### src/rtl/core/nabps_ram.sv
module nabps_ram #(
  parameter int WIDTH = 16,
  parameter int DEPTH = 128,
  parameter int AW    = (DEPTH > 1) ? $clog2(DEPTH) : 1
) (
  input  logic             clk,
  input  logic             we,
  input  logic [AW-1:0]    waddr,
  input  logic [WIDTH-1:0] wdata,
  input  logic [AW-1:0]    raddr,
  output logic [WIDTH-1:0] rdata
);

  logic [WIDTH-1:0] mem [DEPTH];

  // one write port, one registered read port
  always_ff @(posedge clk) begin
    if (we) begin
      mem[waddr] <= wdata;
    end
    rdata <= mem[raddr];
  end

endmodule

### config.mk
export PLATFORM = sky130hd
export DESIGN_NAME = nabps_ram
export DESIGN_NICKNAME = d
export VERILOG_FILES = /design/src/rtl/core/nabps_ram.sv
export SDC_FILE = /design/constraint.sdc
export NUM_CORES = 2
export LEC_CHECK = 0
export ABC_AREA = 1
export BUFFER_PORTS_ARGS = -buffer_cell sky130_fd_sc_hd__buf_4
export CORE_MARGIN = 10
export CORE_UTILIZATION = 30
export CTS_BUF_LIST = sky130_fd_sc_hd__clkbuf_16
export CTS_CLUSTER_SIZE = 25
export DETAILED_ROUTE_END_ITERATION = 16
export PLACE_DENSITY = 0.42
export SLEW_MARGIN = 10
export SYNTH_ARGS = -nofsm -noshare
export SYNTH_HDL_FRONTEND = slang
export SYNTH_SLANG_ARGS = --single-unit
### constraint.sdc
create_clock -name clk -period 3 [get_ports clk]
set_clock_uncertainty 0.15 [all_clocks]
set_input_delay 0.6 -clock clk [delete_from_list [all_inputs] [get_ports clk]]
set_output_delay 0.6 -clock clk [all_outputs]
set_load 0.01 [all_outputs]
==> key figures <==
Setup path
  • Setup slack, reg-to-reg: 0.79 ns
  • Reg2reg start: mem[85][10]
  • Largest stage delay, worst path: 0.63 ns
  • Critical path data arrival time: 1.73 ns
  • Worst Path Required: 2.25 ns
  • WP buf/inv: 1
  • Slowest-stage cell, CP: dfxtp_1
  • Crit-path max FO: 1
  • CP Class: flip-flop to output port
  • Critical Path Sink Type: output port
  • Family with the most delay on the worst path: flip-flops
  • CP startpoint: rdata[14]
  • FF-to-FF End: rdata[10]
  • Worst reg-to-reg path cell count: 9
  • Startpoint Class: flip-flop
  • CP cell instances: buf_4

Cells and area
  • Share of layout cells above drive strength 1: 0.124
  • Area of the multi-input gates: ~19000 sq um
  • P&R area growth vs syn: 19.3%
  • Fillers: about 27000
  • Commonest non-fill, non-tap cell in the layout: nand2_1
  • Nets: 7171
  • Fin area: 98800 sq um
  • Highest-count cells in the layout ignoring fill and taps: 2087 x nand2_1, 2048 x edfxtp_1, 2019 x nand3_1, 375 x buf_4, 227 x clkbuf_16
  • Seq. cell area: ~62000 sq um

Detailed routing
  • Routed WL per cell: 25.8 um
  • 1st-iter DRT viols: about 5500
  • Initial DRT Pass Iterations: 6
  • DR vias/cell: 4.95
  • Final wirelength: 284000 um
  • Routed vias: 54600
  • Routed Antenna Nets: 0
  • DRC: 0

CTS
  • CTS buffer count: 221
  • Clock root cell: clkbuf_16
  • CTS Buffer Depth: 3
  • Num Clock Sinks: 2064
  • Clock Latency Late Sink: 0.89 ns
  • Clock slew at reported path FFs: 0.06 ns
  • CTS tree: done
  • Post-CTS Setup Repair Bufs: 0
  • Htree depth: 4

Logic synthesis
  • Synth Register Bits: between 2000 and 2500
  • Top post-synthesis cells by area: edfxtp_1 74%, nand3_1 12%, nand2_1 9.5%
  • Syn Nets: just under 7000
  • Synth area leader: edfxtp_1
  • Synth unique cells: 15
  • Post-synth top area share: 0.742
  • Sequential-to-total area share from yosys stat: 0.746
  • Syn_area_per_cell: 12.2 sq um
  • Mapped Area: 82800 sq um
  • Yosys warns: 0
  • Post-Synthesis Cells: 6793

STA
  • Slew Limit Fails: 0
  • Worst Max-Slew Pin Slew: 0.790 ns
  • Total negative slack: 0 ns
  • RSZ-0062 raised after global routing: no
  • Period utilisation layout: 0.827
  • Slew headroom: 0.473
  • Final critical-path required period: around 2.5 ns
  • Setup violations, final: 0
  • Fmax: about 0.40 GHz
  • Final hold violation count: 0

Floorplan
  • Initial Util: 0.302
  • I/O pin total: 48
  • Die X-Extent: 545 um
  • Core Box Area: 274000 sq um
  • FP Rows: between 150 and 200
  • Die height: approximately 550 um
  • Die area: 298000 sq um

Global route
  • Remaining global-route overflow: 0
  • Vias in the first global route: roughly 53000
  • Initial antenna violation count: 5
  • GRT Overall Usage: 0.184
  • Global-route wire length before repair: 406000 um
  • Pin count of the biggest net entering global routing: 74

Min path
  • Hold Path End: mem[42][6]
  • Worst hold path startpoint: wdata[6]
  • Hold path depth: 1
  • Worst hold path class: input pin to flip-flop

Pwr
  • Leakage: 34.6 nW
  • Pwr dens: 636 nW/um^2
  • VDD IR-drop max: 0.553 mV

Placement
  • # port buffers: 47
  • Final Wtd Congestion: between 0.8 and 0.9
  • DP HPWL: 173000 um
  • Post-DP Area: 91700 sq um

Outcome
  • Status: complete, no violations

Job
  • Maxcap violations: 0
-- metal layers --
| metal | part of all wire | GRT usage |
|---|---|---|
| met5 | 0 | 0 |
| met4 | 0.026 | 0.0490 |
| met3 | 0.048 | 0.0241 |
| met2 | 0.48 | 0.304 |
| met1 | 0.45 | 0.256 |
-- report_power, final --
part	leakage, nW	switching (mW)	internal, mW
Combinational	12.5	3.19	1.25
Sequential	18.5	0.0827	31.8
Clock	3.62	11.6	14.9
-- through the flow --
| stage | setup WS (ns) | power, mW | std cells | hold slack (ns) | util |
|---|---|---|---|---|---|
| floorplan | 0.545 | 34.4 | 6793 | 0.549 | - |
| global placement | -0.324 | 37.0 | 10600 | 0.697 | 0.334 |
| detailed placement | -0.329 | 37.0 | 10600 | 0.706 | 0.334 |
| CTS | 0.421 | 63.5 | 11000 | 0.000262 | 0.360 |
| global route | 0.494 | 64.9 | 11000 | 0.0222 | 0.360 |
| finish | 0.518 | 62.8 | 11000 | 0.0406 | 0.360 |
-- cells in the mapped netlist (all sizes together) --
master  number
nand2     2087
edfxtp    2048
nand3     2019
buf        376
nor2       134
clkbuf      81
inv         24
dfxtp       16
nor3         8
-- what timing repair did --
| item | in CTS | in global routing |
|---|---|---|
| resized for setup | 0 | 0 |
| hold endpoints to repair | 113 | 0 |
| endpoints found under the setup margin | 0 | 0 |
| hold buffers | 6 | 0 |
-- area by class of cell --
class                      instances  share of cell area
antenna                            6            0.000152
sequential                      2064               0.626
multi-input combinational       4248               0.188
clock inverter                   182              0.0129
inverter                          24             0.00128
tap                             3686              0.0467
timing repair buffer             580              0.0678
clock buffer                     227              0.0575
-- flip-flops by register name (all words and copies together) (netlist names) --
| register | flops |
|---|---|
| mem | 2048 |
| rdata | 16 |
-- cells by family (layout without fill, tap and decap cells) --
logic type | Yosys count | count (layout) | share of synthesized area
buf+inv | 481 | 1013 | 0.0305
flops | 2064 | 2064 | 0.746
other cells | 0 | 6 | 0
simple gates | 4248 | 4248 | 0.223
-- how the worst max path moves through the flow --
stage	depth (start not counted)	end	slack, ns
after global placement	13	rdata[10]	-0.32
after global routing	1	rdata[14]	0.49
after floorplan	4	mem[105][0]	0.55
final	1	rdata[14]	0.52
after detailed placement	13	rdata[10]	-0.33
after CTS	1	rdata[14]	0.42
Note: power is estimated with default switching activity, not from simulation.
