<file path="config.mk">
export PLATFORM = sky130hd
export DESIGN_NAME = nabps_fifo
export DESIGN_NICKNAME = d
export VERILOG_FILES = /design/src/rtl/core/nabps_pkg.sv /design/src/rtl/core/nabps_fifo.sv
export SDC_FILE = /design/constraint.sdc
export NUM_CORES = 1
export LEC_CHECK = 0
export ABC_AREA = 0
export BUFFER_PORTS_ARGS = -buffer_cell sky130_fd_sc_hd__buf_2
export CAP_MARGIN = 20
export CORE_ASPECT_RATIO = 0.7
export CORE_MARGIN = 2
export CORE_UTILIZATION = 50
export CTS_CLUSTER_DIAMETER = 60
export DETAILED_ROUTE_END_ITERATION = 7
export PLACE_DENSITY = 0.71
export SKIP_CTS_REPAIR_TIMING = 1
export SLEW_MARGIN = 20
export SYNTH_ARGS = -nofsm -noshare
export SYNTH_HDL_FRONTEND = slang
export SYNTH_SLANG_ARGS = --single-unit
</file>
<file path="constraint.sdc">
create_clock -name clk -period 9.3 [get_ports clk]
set_input_delay 0.465 -clock clk [delete_from_list [all_inputs] [get_ports clk]]
set_output_delay 0.465 -clock clk [all_outputs]
set_load 0.02 [all_outputs]
</file>
<file path="src/rtl/core/nabps_pkg.sv">
package nabps_pkg;

  // fixed field widths
  localparam int SAMPLE_W   = 16;
  localparam int POS_W      = 10;
  localparam int DIST_W     = 41;
  localparam int DIST_OUT_W = 40;
  localparam int SUM_W      = 24;

  // result queue sizing
  localparam int FIFO_DEPTH = 8;
  localparam int PTR_W      = $clog2(FIFO_DEPTH);
  localparam int PEND_W     = $clog2(FIFO_DEPTH + 1);

  // per-word control travelling down the pixel pipeline
  typedef struct packed {
    logic             valid;
    logic             hi_en;
    logic             pix_end;
    logic             frame_end;
    logic [POS_W-1:0] row;
    logic [POS_W-1:0] col;
  } pix_ctl_t;

  // one result record, last field in the lowest bits
  typedef struct packed {
    logic [SUM_W-1:0]      bright_sum;
    logic [POS_W-1:0]      bright_col;
    logic [POS_W-1:0]      bright_row;
    logic [DIST_OUT_W-1:0] nearest_dist_sq;
    logic [POS_W-1:0]      nearest_col;
    logic [POS_W-1:0]      nearest_row;
  } result_t;

  localparam int RES_W = $bits(result_t);

endpackage

</file>
<file path="src/rtl/core/nabps_fifo.sv">
module nabps_fifo (
  input  logic               clk,
  input  logic               rst_n,
  input  logic               push,
  input  nabps_pkg::result_t din,
  input  logic               pop,
  output logic               valid,
  output logic               full,
  output nabps_pkg::result_t dout
);

  import nabps_pkg::*;

  result_t           mem [FIFO_DEPTH];
  logic [PTR_W-1:0]  wr_ptr_r, rd_ptr_r;
  logic [PEND_W-1:0] count_r;

  // storage
  always_ff @(posedge clk) begin
    if (push) begin
      mem[wr_ptr_r] <= din;
    end
  end

  // pointers and fill level
  always_ff @(posedge clk) begin
    if (!rst_n) begin
      wr_ptr_r <= '0;
      rd_ptr_r <= '0;
      count_r  <= '0;
    end else begin
      if (push) begin
        wr_ptr_r <= wr_ptr_r + PTR_W'(1);
      end
      if (pop) begin
        rd_ptr_r <= rd_ptr_r + PTR_W'(1);
      end
      count_r <= count_r + PEND_W'(push) - PEND_W'(pop);
    end
  end

  assign valid = (count_r != '0);
  assign full  = (count_r == PEND_W'(FIFO_DEPTH));
  assign dout  = mem[rd_ptr_r];

endmodule

</file>
==> out/metrics.csv <==
metric,value,unit
Critical Path RT,8.84,ns
total routing usage reported by global routing,18.39,%
startpoint type of the worst setup path,flip-flop,
pin count of the biggest net entering global routing,93,
"Endpoint, Worst Hold",mem[0][36],
area taken by flip-flops and latches,25260,µm²
arrival time worst endpoint,3.87,ns
initial antenna violation count,8,
met2 wirelength from detailed routing,29150,µm
via count,13770,
Internal Dissipation,6.424,mW
synthesized area,32270,µm²
Crit Path Max Fanout,54,
height of the chip,216.5,µm
post-synthesis compound-gate area fraction,0.03878,%
startpoint-to-endpoint class of the critical path,reg -> out,
status,finished clean,
switching power,1.769,mW
number of global-route vias before repair,14620,
number of maximum-capacitance constraint violations,0,
maximum vdd ir drop,0.0001385,V
Max Fclk,230.5,MHz
Worst Setup End Kind,primary output,
end of the worst register-to-register path,mem[1][41],
DIE AREA,66610,µm²
mux contribution to synthesized area,19.22,%
Max-Slew Margin vs Limit,30.40,%
Clock Sinks,845,
routed length on met3,3528,µm
"Seq/Total Area, Yosys",78.24,%
switching part of the total,21.59,%
R2R cell count,3,
"most common cell after layout, fill and taps aside",edfxtp_1,
final worst setup slack,4.962,ns
unrepaired setup endpoints after global routing,false,
number of nets produced by synthesis,1388,
cell at the root of the clock tree,clkbuf_16,
sum of routed wire segments on met1,26610,µm
initial standard-cell utilization of the core,50.82,%
proportion of layout cells with a drive suffix above 1,42.00,%
DP Cell Count,2280,
Slew @ Worst Pin,1.044,ns
# port buffers,213,
hold path start,din[36],
TritonCTS buffer count,79,
total setup violations reported at the end of the flow,0,
ratio of total power to cell area,223.2,nW/µm²
total iterations of the first detailed-routing run,5,
Hold Path Stages,1,
share of async-settable or async-resettable flops after synthesis,0,%
HP Class,in -> reg,
global-route wire length before repair,90750,µm
number of enable flip-flop cells after synthesis,832,
number of max-slew violations in the final report,0,
Via density,5.667,
largest buffer count on any clock path,3,
area of the core region,63490,µm²
clock latency at the later pin of the worst-skew pair,0.63,ns
chip width,307.6,µm
Clk network pwr share,38.1,%
xor and xnor fraction of the mapped netlist area,0.1357,%
1st-iter DRT viols,1317,
Yosys top cell area share,77.43,%
# fillers,4468,
"Area growth, synth to finish",13.77,%
distinct cell type count of the synthesized netlist,27,
multi-input logic area,6583,µm²
remaining global-route overflow,0,
"post-synthesis share of cell area spent on and, or, nand and nor gates",0.4653,%
count of mapped cells out of synthesis,1271,
"commonest cells after routing, fill and taps aside","edfxtp_1 (832), buf_2 (213), mux4_2 (208), mux2_4 (84), clkbuf_16 (84)",
Final Util,57.82,%
weighted congestion reported at the end of routability-driven placement,0.7115,
minimum setup slack after placement,5.566,ns
count of nets after finishing,1649,
Worst Skew,0.01540,ns
standard cell area after detailed placement,34180,µm²
flop and latch count out of synthesis,845,
Top Ports,214,
yosys warns,0,
dpl hpwl,31320,µm
leak pwr,11.84,nW
Cell Rows,77,
Top Metal Used,met5,
number of nets with antenna violations after detailed routing,0,
launch instance of the worst register-to-register path,wr_ptr_r[0],
"count of placed standard cells in the final layout, fillers left out",2430,
Remaining DRCs,0,
post-route standard cell area excluding fillers,36710,µm²
proportion of power drawn by combinational gates,9.1,%
top_reg_cell synth,edfxtp_1,
synthesized area per cell,25.39,µm²
largest family of logic cells by synthesized area,multiplexers,
WL per Instance,24.85,µm
clock-pin transition on the worst setup and hold timing paths,0.06,ns
total wire length,60390,µm
Area contributors post-synth,"edfxtp_1 (77%), mux4_2 (15%), mux2_4 (3.9%)",
"setup slack, reg-to-reg",6.88,ns
"area leader, netlist",edfxtp_1,
post-synthesis adder-cell area fraction,0.3723,%
minimum period implied by the final worst setup slack,4.338,ns
final-report hold violation count,0,
Setup Total Neg Slack,0,ns
count of H-tree levels built during CTS,3,
clock tree from TritonCTS,built,
period utilisation layout,46.64,%
register share of total power,52.8,%
routing by layer:
| metal | global-route usage, % | vias up |
|---|---|---|
| met5 | 0 | - |
| met4 | 4.764 | 6 |
| met3 | 4.616 | 93 |
| met2 | 29.22 | 348 |
| met1 | 25.78 | 7351 |
| li1 | - | 5972 |
worst max-delay path by stage:
stage / from / end / slack, ns / depth (start not counted)
3_3_place_gp: flip-flop / dout[41] / 5.63 / 5
3_5_place_dp: flip-flop / dout[83] / 5.57 / 5
5_1_grt: flip-flop / dout[96] / 4.78 / 5
2_1_floorplan: push / mem[0][0] / 1.02 / 2
6_report: flip-flop / dout[96] / 4.96 / 5
4_1_cts: flip-flop / dout[96] / 4.87 / 5
cells by family after synthesis:
family,Yosys count
flip-flops,845
multiplexers,315
buffers and inverters,66
AND/OR/NAND/NOR,29
adder cells (fa/ha/maj),9
XOR/XNOR,5
AO/OA/AOI/OAI,2
synthesized netlist by cell type (6+ instances only):
| library cell | count |
|---|---|
| and2_1 | 7 |
| buf_12 | 11 |
| buf_2 | 27 |
| clkbuf_1 | 16 |
| dfxtp_1 | 13 |
| edfxtp_1 | 832 |
| ha_1 | 8 |
| inv_1 | 7 |
| mux2_2 | 20 |
| mux2_4 | 84 |
| mux4_2 | 208 |
| nor2_1 | 6 |
power by group through the flow:
stage / clock network [mW] / logic, mW / registers [mW]
CTS: 3.19 / 0.764 / 4.33
finish: 3.12 / 0.749 / 4.32
detailed placement: 0 / 0.762 / 4.41
global placement: 0 / 0.747 / 4.40
floorplan: 0 / 0.543 / 4.41
global route: 3.34 / 0.803 / 4.33
worst max-delay path, cell delays in order, from the launching register on:
cell and delay (ns):
dfxtp_4 0.92, buf_4 0.68, buf_4 0.69, mux4_2 0.43, mux2_2 0.31, buf_2 0.17
area by class of cell:
cell class,count,share of cell area [%]
clock buffers,103,5.920
clock inverters,39,0.9169
well taps,829,2.826
flip-flops and latches,845,68.80
diodes,8,0.05453
inverters,7,0.07158
repair buffers,239,3.480
multi-input cells,360,17.93
stage by stage:
| stage | hold slack [ns] | total power, mW |
|---|---|---|
| after floorplan | 0.5125 | 4.948 |
| after global placement | 0.5437 | 5.148 |
| after detailed placement | 0.5611 | 5.168 |
| after CTS | 0.06641 | 8.283 |
| after global routing | 0.07255 | 8.473 |
| final | 0.1018 | 8.194 |
sequential cells by signal, summed over array words and instances, names as in the netlist, named ones only:
register,count
mem,832
wr_ptr_r,3
count_r,4
rd_ptr_r,3
Power figures use the tool's default switching activity.
