**config.mk**
```make
export PLATFORM = sky130hd
export DESIGN_NAME = nabps_accum
export DESIGN_NICKNAME = d
export VERILOG_FILES = /design/src/rtl/core/nabps_pkg.sv /design/src/rtl/core/nabps_accum.sv
export SDC_FILE = /design/constraint.sdc
export NUM_CORES = 2
export LEC_CHECK = 0
export BUFFER_PORTS_ARGS = -buffer_cell sky130_fd_sc_hd__buf_4
export CAP_MARGIN = 0
export CORE_UTILIZATION = 40
export DETAILED_ROUTE_END_ITERATION = 8
export PLACE_DENSITY = 0.65
export SYNTH_ARGS = -nofsm -noshare
export SYNTH_HDL_FRONTEND = slang
export SYNTH_SLANG_ARGS = --single-unit
```
**constraint.sdc**
```tcl
create_clock -name clk -period 19.8 [get_ports clk]
set_input_delay 0 -clock clk [delete_from_list [all_inputs] [get_ports clk]]
set_output_delay 0 -clock clk [all_outputs]
set_load 0.02 [all_outputs]
```
**src/rtl/core/nabps_pkg.sv**
```systemverilog
package nabps_pkg;

  // fixed field widths
  localparam int SAMPLE_W   = 16;
  localparam int POS_W      = 10;
  localparam int DIST_W     = 41;
  localparam int DIST_OUT_W = 40;
  localparam int SUM_W      = 24;

  // result queue sizing
  localparam int FIFO_DEPTH = 8;
  localparam int PTR_W      = $clog2(FIFO_DEPTH);
  localparam int PEND_W     = $clog2(FIFO_DEPTH + 1);

  // per-word control travelling down the pixel pipeline
  typedef struct packed {
    logic             valid;
    logic             hi_en;
    logic             pix_end;
    logic             frame_end;
    logic [POS_W-1:0] row;
    logic [POS_W-1:0] col;
  } pix_ctl_t;

  // one result record, last field in the lowest bits
  typedef struct packed {
    logic [SUM_W-1:0]      bright_sum;
    logic [POS_W-1:0]      bright_col;
    logic [POS_W-1:0]      bright_row;
    logic [DIST_OUT_W-1:0] nearest_dist_sq;
    logic [POS_W-1:0]      nearest_col;
    logic [POS_W-1:0]      nearest_row;
  } result_t;

  localparam int RES_W = $bits(result_t);

endpackage

```
**src/rtl/core/nabps_accum.sv**
```systemverilog
module nabps_accum (
  input  logic                            clk,
  input  logic                            rst_n,
  input  nabps_pkg::pix_ctl_t             s1_ctl,
  input  logic [nabps_pkg::SAMPLE_W-1:0]  s1_lo,
  input  logic [nabps_pkg::SAMPLE_W-1:0]  s1_hi,
  input  logic [nabps_pkg::SAMPLE_W-1:0]  ref_lo,
  input  logic [nabps_pkg::SAMPLE_W-1:0]  ref_hi,
  output nabps_pkg::pix_ctl_t             pix_ctl,
  output logic [nabps_pkg::DIST_W-1:0]    pix_dist,
  output logic [nabps_pkg::SUM_W-1:0]     pix_sum
);

  import nabps_pkg::*;

  logic [SAMPLE_W-1:0]   d_lo, d_hi, hi_smp, hi_ref;
  logic [2*SAMPLE_W-1:0] sq_lo_nxt, sq_hi_nxt;
  logic [SAMPLE_W:0]     bsum_nxt;

  pix_ctl_t              s2_ctl_r;
  logic [2*SAMPLE_W-1:0] sq_lo_r, sq_hi_r;
  logic [SAMPLE_W:0]     bsum_r;

  logic [DIST_W-1:0]     dacc_r, dist_sat;
  logic [SUM_W-1:0]      sacc_r, sum_sat;
  logic [DIST_W:0]       dist_full;
  logic [SUM_W:0]        sum_full;

  pix_ctl_t              pix_ctl_r, pix_ctl_nxt;
  logic [DIST_W-1:0]     pix_dist_r;
  logic [SUM_W-1:0]      pix_sum_r;

  // absolute differences, upper band masked past the band count
  always_comb begin
    hi_smp    = s1_ctl.hi_en ? s1_hi  : '0;
    hi_ref    = s1_ctl.hi_en ? ref_hi : '0;
    d_lo      = (s1_lo > ref_lo) ? (s1_lo - ref_lo) : (ref_lo - s1_lo);
    d_hi      = (hi_smp > hi_ref) ? (hi_smp - hi_ref) : (hi_ref - hi_smp);
    sq_lo_nxt = (2*SAMPLE_W)'(d_lo) * (2*SAMPLE_W)'(d_lo);
    sq_hi_nxt = (2*SAMPLE_W)'(d_hi) * (2*SAMPLE_W)'(d_hi);
    bsum_nxt  = (SAMPLE_W+1)'(s1_lo) + (SAMPLE_W+1)'(hi_smp);
  end

  // squares stage
  always_ff @(posedge clk) begin
    sq_lo_r <= sq_lo_nxt;
    sq_hi_r <= sq_hi_nxt;
    bsum_r  <= bsum_nxt;
  end

  // saturating accumulation of the current pixel
  always_comb begin
    dist_full = (DIST_W+1)'(dacc_r) + (DIST_W+1)'(sq_lo_r) + (DIST_W+1)'(sq_hi_r);
    dist_sat  = dist_full[DIST_W] ? '1 : dist_full[DIST_W-1:0];
    sum_full  = (SUM_W+1)'(sacc_r) + (SUM_W+1)'(bsum_r);
    sum_sat   = sum_full[SUM_W] ? '1 : sum_full[SUM_W-1:0];
  end

  // control passed on only at the end of a pixel
  always_comb begin
    pix_ctl_nxt       = s2_ctl_r;
    pix_ctl_nxt.valid = s2_ctl_r.valid & s2_ctl_r.pix_end;
  end

  always_ff @(posedge clk) begin
    if (!rst_n) begin
      s2_ctl_r  <= '0;
      pix_ctl_r <= '0;
      dacc_r    <= '0;
      sacc_r    <= '0;
    end else begin
      s2_ctl_r  <= s1_ctl;
      pix_ctl_r <= pix_ctl_nxt;
      if (s2_ctl_r.valid) begin
        if (s2_ctl_r.pix_end) begin
          dacc_r <= '0;
          sacc_r <= '0;
        end else begin
          dacc_r <= dist_sat;
          sacc_r <= sum_sat;
        end
      end
    end
  end

  // pixel totals
  always_ff @(posedge clk) begin
    pix_dist_r <= dist_sat;
    pix_sum_r  <= sum_sat;
  end

  assign pix_ctl  = pix_ctl_r;
  assign pix_dist = pix_dist_r;
  assign pix_sum  = pix_sum_r;

endmodule

```
==> results.env <==
SYNTHESIS.INSTANCES=3208
SYNTH.CELL_AREA_UM2=28700
GLOBAL_ROUTE.USAGE.TOTAL_PCT=20.9
CLOCK_SINK_COUNT=257
TOP_LEVEL_PORTS=179
SYNTH_CELL_TYPE_COUNT=95
CP_SLOWEST_CELL='xnor2_1'
WIRE_LENGTH_OF_THE_FIRST_GLOBAL_ROUTING_PASS_MM=122
SYNTH_SEQ_CELLS=257
NUM_ROWS=97
NUMBER_OF_SYNTHESIZED_FLOPS_WITH_AN_ENABLE_PIN=0
POSTCTSSETUPREPAIRBUFS=0
SYNTH_AREA_LEADER_CELL='fa_1'
DRT_FIRST_PASS_ITERS=5
YOSYS_MOST_USED_DFF='dfxtp_1'
TOP_LIBRARY_CELLS_BY_USAGE_IN_THE_LAYOUT_FILL_AND_TAPS_ASIDE='inv_1 (522), fa_1 (363), ha_1 (320), nand2_1 (262), dfxtp_1 (257)'
FINAL_NETS=4180
CTS-RESIZED-GATES=0
REMAINING_DRC_ERRORS=0
WORST_R2R_ENDPOINT='dacc_r[25]'
CTS_TREE='built'
SYNTH_SEQ_AREA_SHARE_PCT=18.0
WORST_HOLD_PATH.ENDPOINT='bsum_r[11]'
FILLERS=6719
DESIGN.CORE.AREA_UM2=70500
MAXIMUM_NUMBER_OF_BUFFERS_FROM_CLOCK_ROOT_TO_SINK=3
VIAS_PER_CELL=5.17
LARGEST_NET_DEGREE_AT_THE_START_OF_GLOBAL_ROUTING=59
DRT_ITER0_MARKERS=1297
AREA.GROWTH.SYNTH_TO_FINAL_PCT=13.6
CRITICAL_PATH.STARTPOINT_TYPE='input port'
MOST_COMMON_CELL_AFTER_LAYOUT_FILL_AND_TAPS_ASIDE='inv_1'
DIEWIDTH_UM=270
TOTALNEGATIVESETUPSLACK_NS=0
ANTENNA_FOUND_INITIAL=0
CRITICAL_PATH.ENDPOINT_TYPE='register'
NETLIST_TOP_CELLS_AREA='fa_1 (25%), dfxtp_1 (18%), ha_1 (14%), inv_1 (6.8%), nand2_1 (3.4%)'
MEAN_INSTANCE_SIZE_IN_THE_SYNTHESIZED_NETLIST_UM2=8.93
SETUP_VIOL_COUNT_FINAL=0
CTS.REPORTEDPATHS.CLKPINSLEW_NS=0.07
TIMING.FINAL.HOLD_VIOLATIONS=0
MIN_FROM='s1_hi[11]'
DIE-AREA_UM2=72700
GLOBAL_ROUTE.OVERFLOW_TOTAL=0
CLOCK-ROOT-BUFFER='clkbuf_16'
SYNTH.YOSYS.WARNINGS=0
CTS_INSERTED_BUFFERS=28
WORSTREG2REGSTART='sq_lo_r[2]'
HTREE_LEVELS=1
CLOCK_INSERTION_DELAY_AT_THE_LATER_PIN_OF_THE_SKEW_REPORT_NS=0.58
POST-DP-HPWL_MM=61.0
UNREPAIRED_SETUP_ENDPOINTS_AFTER_GLOBAL_ROUTING='no'
CRITICAL_PATH_REQUIRED_NS=20.26
POST_DRT_WL_PER_CELL_UM=17.3
WORST_PIN_SLEW_NS=1.26
MAX_FREQ_MHz=98.5
FIN_WORST_SKEW_NS=0.0491
CPPEAKSTAGEDELAY_NS=0.73
GP_CONGESTION=0.908
PATH_COMMON_CELL='inv_1'
ANTENNADIODECOUNT=0
NUMBER_OF_GLOBAL_ROUTE_VIAS_BEFORE_REPAIR=23000
POST-SYNTH-TOP-AREA-FRACTION_PCT=25.4
TIMING.MAX_SLEW.REL_SLACK_PCT=16.0
ROUTE.VIAS.TOTAL=22600
FINAL_PERIOD_MINUS_WORST_SETUP_SLACK_NS=10.15
ASYNC_FLOP_SHARE_PCT=0
MAXCAPVIOLATIONS=0
HP-CLASS='input port to register'
DRT-TOTAL-WL_MM=75.6
RR_WORST_DEPTH=12
HOLD_DEPTH=5
DIE_HEIGHT_UM=270
ANTENNA_VIOLATING_NETS_POST_ROUTE=0
IO_BUFFER_COUNT=178
CRITPATHMAXFANOUT=38
WORSTSETUPPATHTYPE='input port to register'
INITIAL_CORE_UTIL_PCT=40.6
OUTCOME='completed'
REG2REG_SETUP_SLACK_NS=15.39
CP_DATA_ARRIVAL_TIME_NS=10.61
TIMING.FINAL.MAX_SLEW_VIOLATIONS=0
FINAL.PERIOD_UTILIZATION_PCT=51.3
FINAL_LAYOUT_SIZE_SUFFIX_GT1_SHARE_PCT=9.48
[layout make-up]
| class | count | area [um2] | area share, % |
|---|---|---|---|
| timing repair buffer | 277 | 2260 | 6.93 |
| clock buffer | 36 | 741 | 2.28 |
| inverter | 535 | 2010 | 6.17 |
| sequential | 257 | 5140 | 15.8 |
| tap | 940 | 1180 | 3.61 |
| multi-input combinational | 2308 | 21000 | 64.6 |
| clock inverter | 16 | 198 | 0.607 |
[synthesized netlist by cell type, drive strengths merged (41+ instances only)]
cell / n
nand3: 50
a21o: 102
xnor2: 95
nor3: 50
fa: 363
dfxtp: 257
ha: 320
inv: 530
o21a: 41
nand2: 265
a21oi: 170
clkbuf: 70
nor2: 231
o21ai: 89
and2: 70
[worst max path at each step]
stage,from,to,slack (ns),cells after the start
after floorplan,s1_ctl[22],sq_hi_r[21],11.23,37
after global placement,s1_ctl[22],sq_hi_r[21],9.93,34
after detailed placement,s1_ctl[22],sq_hi_r[21],9.76,34
after CTS,s1_ctl[22],sq_hi_r[21],9.81,35
after global routing,s1_ctl[22],sq_hi_r[21],8.87,35
final,s1_ctl[22],sq_hi_r[21],9.65,35
[metal layers]
metal	track usage [%]	routed length [um]	share of wire [%]	up-vias
li1	-	-	-	10900
met1	28.5	34700	46	10800
met2	34.1	34200	45	706
met3	3.46	4530	6.0	114
met4	5.65	2210	2.9	0
met5	0	0	0	-
[flip-flops by register name, indices dropped and copies added (netlist names), 17 cells and up]
name and cells:
sq_lo_r 31, sacc_r 24, bsum_r 17, pix_ctl_nxt 23, sq_hi_r 31, dacc_r 41, pix_dist 41, pix_ctl 24
pix_sum 24
[worst max-delay path: cells and delay by family]
family / cells / cell delay (ns)
AOI/OAI and AO/OA: 10 / 2.73
xor gates and xnor gates: 1 / 0.73
adders and majority gates: 9 / 3.87
buffers and inverters: 10 / 1.73
muxes: 1 / 0.31
and+or+nand+nor: 4 / 1.21
[stage by stage]
step | hold WS [ns] | worst slack, ns | instances | area, um2 | util (%)
after floorplan | 0.122 | 11.23 | 3209 | 28700 | -
after detailed placement | 0.210 | 9.76 | 4246 | 30900 | 43.8
after global placement | 0.209 | 9.93 | 4246 | 30900 | 43.8
final | 0.0364 | 9.65 | 4369 | 32500 | 46.2
after global routing | 0.0565 | 8.87 | 4369 | 32500 | 46.2
after CTS | 0.0170 | 9.81 | 4369 | 32500 | 46.2
[repair_timing]
item / CTS / global route
hold endpoints to repair: 67 / 0
hold buffers: 71 / 0
setup endpoints to repair: 0 / 0
[logic make-up (layout without fill, tap and decap cells)]
kind of cell / Yosys count / after routing / synth area share (%)
AND/OR/NAND/NOR: 840 / 840 / 13.9
adder cells (fa/ha/maj): 683 / 683 / 39.3
buffers and inverters: 644 / 864 / 8.75
AO/OA/AOI/OAI: 626 / 626 / 14.8
flip-flops: 257 / 257 / 18.0
XOR/XNOR: 129 / 129 / 4.15
multiplexers: 28 / 28 / 1.04
other: 1 / 2 / 0.0131
Power is left out: the tool's default activity adds up to more than one toggle a clock period on the data nets, which glitch-free logic cannot reach.
